[src/sv/split_block_bloom_filter_assert.svh]
// Assertion macros shared by the filter RTL.
`ifndef SPLIT_BLOCK_BLOOM_FILTER_ASSERT_SVH
`define SPLIT_BLOCK_BLOOM_FILTER_ASSERT_SVH

// Same-cycle implication, disabled during reset.
`define SBBF_ASSERT_NOW(lbl, clk, rst, ante, cons, msg) \
  lbl: assert property (@(posedge clk) disable iff (rst) (ante) |-> (cons)) \
    else $error(msg);

// Next-cycle implication, disabled during reset.
`define SBBF_ASSERT_NEXT(lbl, clk, rst, ante, cons, msg) \
  lbl: assert property (@(posedge clk) disable iff (rst) (ante) |=> (cons)) \
    else $error(msg);

`endif

[src/sv/sbbf_pkg.sv]
package sbbf_pkg;

  localparam int MAX_LOG_BUCKETS  = 10;
  localparam int WORDS_PER_BUCKET = 8;
  localparam int ADDR_W           = MAX_LOG_BUCKETS;
  localparam int DEPTH            = 1 << MAX_LOG_BUCKETS;
  localparam int WORD_W           = 32;
  localparam int ROW_W            = WORDS_PER_BUCKET * WORD_W;
  localparam int WSEL_W           = $clog2(WORDS_PER_BUCKET);
  localparam int BITPOS_W         = $clog2(WORD_W);

  // request codes
  localparam logic [1:0] REQ_INSERT = 2'd0;
  localparam logic [1:0] REQ_QUERY  = 2'd1;
  localparam logic [1:0] REQ_LOAD   = 2'd2;

  localparam logic [3:0] LOG_RESET = 4'd10;
  localparam logic [3:0] LOG_MIN   = 4'd1;
  localparam logic [3:0] LOG_MAX   = 4'(MAX_LOG_BUCKETS);

  typedef logic [WORDS_PER_BUCKET-1:0][WORD_W-1:0] salt_arr_t;

  // split-block salts, word 0 in the lowest slot
  localparam salt_arr_t SALT = {
    32'h5c6bfb31, 32'h9efc4947, 32'h2df1424b, 32'h705495c7,
    32'ha2b7289d, 32'h8824ad5b, 32'h44974d91, 32'h47b6137b
  };

  typedef logic [WORDS_PER_BUCKET-1:0][BITPOS_W-1:0] bitpos_t;

  // decoded request, handed from the front end to the update stage
  typedef struct packed {
    logic [1:0]        req;
    logic [ADDR_W-1:0] addr;
    logic [WSEL_W-1:0] word_sel;
    logic [WORD_W-1:0] word_value;
    bitpos_t           bitpos;
  } sbbf_req_t;

  // directory write port
  typedef struct packed {
    logic              en;
    logic [ADDR_W-1:0] addr;
    logic [ROW_W-1:0]  data;
  } sbbf_wr_t;

endpackage

[src/sv/sbbf_hash.sv]
module sbbf_hash (
  input  logic [1:0]                  req_type,
  input  logic [63:0]                 key_hash,
  input  logic [12:0]                 word_index,
  input  logic [31:0]                 word_value,
  input  logic [3:0]                  log_bucket_count,
  output sbbf_pkg::sbbf_req_t         req
);

  logic [3:0]  eff_log;
  logic [5:0]  shamt;
  logic [31:0] upper;
  logic [31:0] lower;
  logic [31:0] shifted;
  logic [sbbf_pkg::WORDS_PER_BUCKET-1:0][31:0] prod;

  assign upper = key_hash[63:32];
  assign lower = key_hash[31:0];

  always_comb begin
    if (log_bucket_count < sbbf_pkg::LOG_MIN) begin
      eff_log = sbbf_pkg::LOG_MIN;
    end else if (log_bucket_count > sbbf_pkg::LOG_MAX) begin
      eff_log = sbbf_pkg::LOG_MAX;
    end else begin
      eff_log = log_bucket_count;
    end
  end

  assign shamt   = 6'd32 - {2'b00, eff_log};
  assign shifted = upper >> shamt;

  // one salt multiplier per word lane, low 32 bits kept
  always_comb begin
    for (int i = 0; i < sbbf_pkg::WORDS_PER_BUCKET; i++) begin
      prod[i] = sbbf_pkg::SALT[i] * lower;
    end
  end

  always_comb begin
    req.req        = req_type;
    req.word_sel   = word_index[sbbf_pkg::WSEL_W-1:0];
    req.word_value = word_value;
    if (req_type == sbbf_pkg::REQ_LOAD) begin
      req.addr = word_index[sbbf_pkg::WSEL_W +: sbbf_pkg::ADDR_W];
    end else begin
      req.addr = shifted[sbbf_pkg::ADDR_W-1:0];
    end
    for (int i = 0; i < sbbf_pkg::WORDS_PER_BUCKET; i++) begin
      req.bitpos[i] = prod[i][31 -: sbbf_pkg::BITPOS_W];
    end
  end

endmodule

[config.mk]
export PLATFORM = sky130hd
export DESIGN_NAME = sbbf_hash
export DESIGN_NICKNAME = d
export VERILOG_FILES = /design/src/sv/split_block_bloom_filter_assert.svh /design/src/sv/sbbf_pkg.sv /design/src/sv/sbbf_hash.sv
export SDC_FILE = /design/constraint.sdc
export NUM_CORES = 2
export LEC_CHECK = 0
export BUFFER_PORTS_ARGS = -buffer_cell sky130_fd_sc_hd__clkbuf_2
export CAP_MARGIN = 20
export CORE_MARGIN = 8
export CORE_UTILIZATION = 40
export DETAILED_ROUTE_END_ITERATION = 7
export GPL_ROUTABILITY_DRIVEN = 1
export PLACE_DENSITY = 0.59
export SLEW_MARGIN = 10
export SYNTH_ARGS = -nofsm -noshare
export SYNTH_HDL_FRONTEND = slang
export SYNTH_SLANG_ARGS = --single-unit
[constraint.sdc]
create_clock -name vclk -period 9.3
set_input_delay 0.465 -clock vclk [all_inputs]
set_output_delay 0.465 -clock vclk [all_outputs]
set_load 0.01 [all_outputs]
==> impl_metrics.py <==
metrics = {
    "route": {
        "ant_nets": 0,
        "via_per_inst": 5.24,
        "drt_pass1_iterations": 5,
        "wl_per_cell_um": 31.4,
        "routed_wirelength_um": 228000,
        "drtIter0Drc": 3001,
        "drc": 0,
        "vias": 38100,
    },
    "global_routing": {
        "antenna_found_initial": 17,
        "grt_pass1_vias": 41500,
        "grt_overflow": 0,
        "use_met1_pct": 41.3,
        "top_usage_layer": "met2",
        "met2_usage_pct": 47.9,
        "grt_pass1_wl_um": 320000,
        "grtUsageMet3_pct": 7.89,
        "grt_max_degree": 30,
        "grt_usage_pct": 31.3,
    },
    "die": {
        "initial_core_util_pct": 40.2,
        "num_io_pins": 202,
        "num_rows": 135,
        "die_area_um2": 148000,
        "fp.dieW_um": 385,
        "fp.coreArea_um2": 135000,
        "dieHeight_um": 385,
    },
    "final_layout": {
        "final-seq-area_um2": 0,
        "drive_above_1_share_pct": 6.88,
        "area_growth_pct": 7.65,
        "clockBufferCount": 0,
        "n_sequential_cell": 0,
        "layout.nets": 8103,
    },
    "setup_path": {
        "worstPathRequired_ns": 8.84,
        "start_kind": "input pin",
        "crit_type": "in2out",
        "worstSetupEndpointType": "output pin",
        "crit_fanout": 13,
        "cp_data_arrival_time_ns": 8.09,
    },
    "sta": {
        "slew_headroom_pct": 29.5,
        "fmax_mhz": 117,
        "rsz0062_at_grt": "no",
        "min_period_ns": 8.55,
        "fin_crit_sh_pct": 92.0,
        "tns_ns": 0,
        "hold_viol_final": 0,
        "drv_slew": 0,
        "tightest_slew_ns": 1.06,
        "setup_viol": 0,
    },
    "min_path": {
        "hold_start": "word_value[1]",
        "hold_path_class": "in2out",
        "worstHoldEndpoint": "req[41]",
        "min_path_cells": 0,
    },
    "job": {
        "cap_violations": 0,
    },
    "synth": {
        "synth-adder-area-share_pct": 75.7,
        "synthSimpleGateAreaFrac_pct": 1.84,
        "synth_fp_nets": 7814,
        "synthXorXnorAreaFrac_pct": 4.17,
        "syn_area_um2": 54400,
        "postSynthAreaPerCell_um2": 10.5,
        "synth_top_family_by_area": "adder cells",
        "syn_inst": 5196,
        "synth-compound-area-share_pct": 3.62,
        "yosys_warnings": 0,
        "ys_seq_area_share_pct": 0,
        "synth_cell_types": 75,
        "synth.area.mux_share_pct": 1.15,
    },
    "clock_network": {
        "cts_resized": 0,
        "cts_hold_buf": 0,
        "postCtsSetupBuffers": 0,
    },
    "place": {
        "place_congestion": 1.06,
        "port_buffers": 124,
        "dp_hpwl_um": 200000,
    },
    "outcome": {
        "status": "completed",
    },
}
==> cell usage after synthesis (23+ instances only) <==
master | instances | area [um2]
mux2i_1 | 23 | 230
nand3_1 | 23 | 115
a21o_1 | 42 | 315
a21oi_1 | 83 | 415
buf_4 | 40 | 300
nand2_1 | 49 | 184
o21ai_0 | 44 | 220
nor2_1 | 43 | 161
xor2_1 | 38 | 333
ha_1 | 1190 | 14900
inv_1 | 1853 | 6960
xnor2_1 | 219 | 1920
fa_1 | 1313 | 26300
==> critical path, stage by stage <==
cell	delay, ns
clkbuf_2	0.54
ha_1	1.06
fa_1	0.64
fa_1	0.68
inv_1	0.12
fa_1	0.70
fa_1	0.48
fa_1	0.49
inv_1	0.05
fa_1	0.49
fa_1	0.41
ha_1	0.31
nand4_1	0.13
nor2_1	0.06
a211o_1	0.30
a31oi_1	0.30
buf_4	0.17
nand3b_1	0.11
a21oi_1	0.21
xnor2_1	0.14
clkbuf_2	0.17
==> through the flow <==
stage	cells	area, um2	hold WS (ns)	setup WS (ns)	util [%]
finish	7267	58500	0.930	0.746	43.3
global route	7264	58500	0.930	0.637	43.3
CTS	7264	58500	0.930	0.905	43.3
detailed placement	7264	58500	0.930	0.937	43.3
global placement	7264	58500	0.930	0.926	43.3
floorplan	5196	54400	1.02	2.41	-
==> logic make-up (layout without fill, tap and decap cells) <==
| family | count (synthesis) | after routing |
|---|---|---|
| XOR/XNOR | 258 | 258 |
| adder cells (fa/ha/maj) | 2503 | 2503 |
| AND/OR/NAND/NOR | 200 | 200 |
| buffers and inverters | 1906 | 2193 |
| multiplexers | 40 | 40 |
| other | 0 | 3 |
| AO/OA/AOI/OAI | 289 | 289 |
==> final cells by class <==
class	instances	area (um2)
diodes	3	7.51
fillers	13300	76600
inverters	1855	6970
multi-input cells	3290	47000
well taps	1781	2230
repair buffers	338	2290
==> routing by layer <==
metal	share of wire [%]	vias to the layer above
met5	0.025	-
met2	43	1706
met3	9.7	451
met4	6.7	10
li1	-	16100
met1	40	19800
==> worst max path at each step <==
stage                   end  slack [ns]  cells past startpoint   startpoint
global placement     req[3]        0.93                     21  key_hash[8]
floorplan           req[10]        2.41                     23  key_hash[6]
finish               req[3]        0.75                     21  key_hash[8]
global route         req[3]        0.64                     21  key_hash[8]
detailed placement   req[3]        0.94                     21  key_hash[8]
CTS                  req[3]        0.91                     21  key_hash[8]
==> layout by cell type, fill, tap and decap left out, types with 12 or more instances in the layout <==
cell         n
nand3_1     23
xor2_1      38
nor3_1      13
xnor2_1    219
ha_1      1189
nand2_1     49
mux2i_1     23
a211oi_1    12
nand4_1     21
o21ai_0     44
fa_1      1313
a211o_1     12
a21oi_1     83
o21a_1      15
a21o_1      42
buf_4      210
inv_1     1853
mux4_2      13
nor2_1      43
clkbuf_2   123
a31oi_1     15
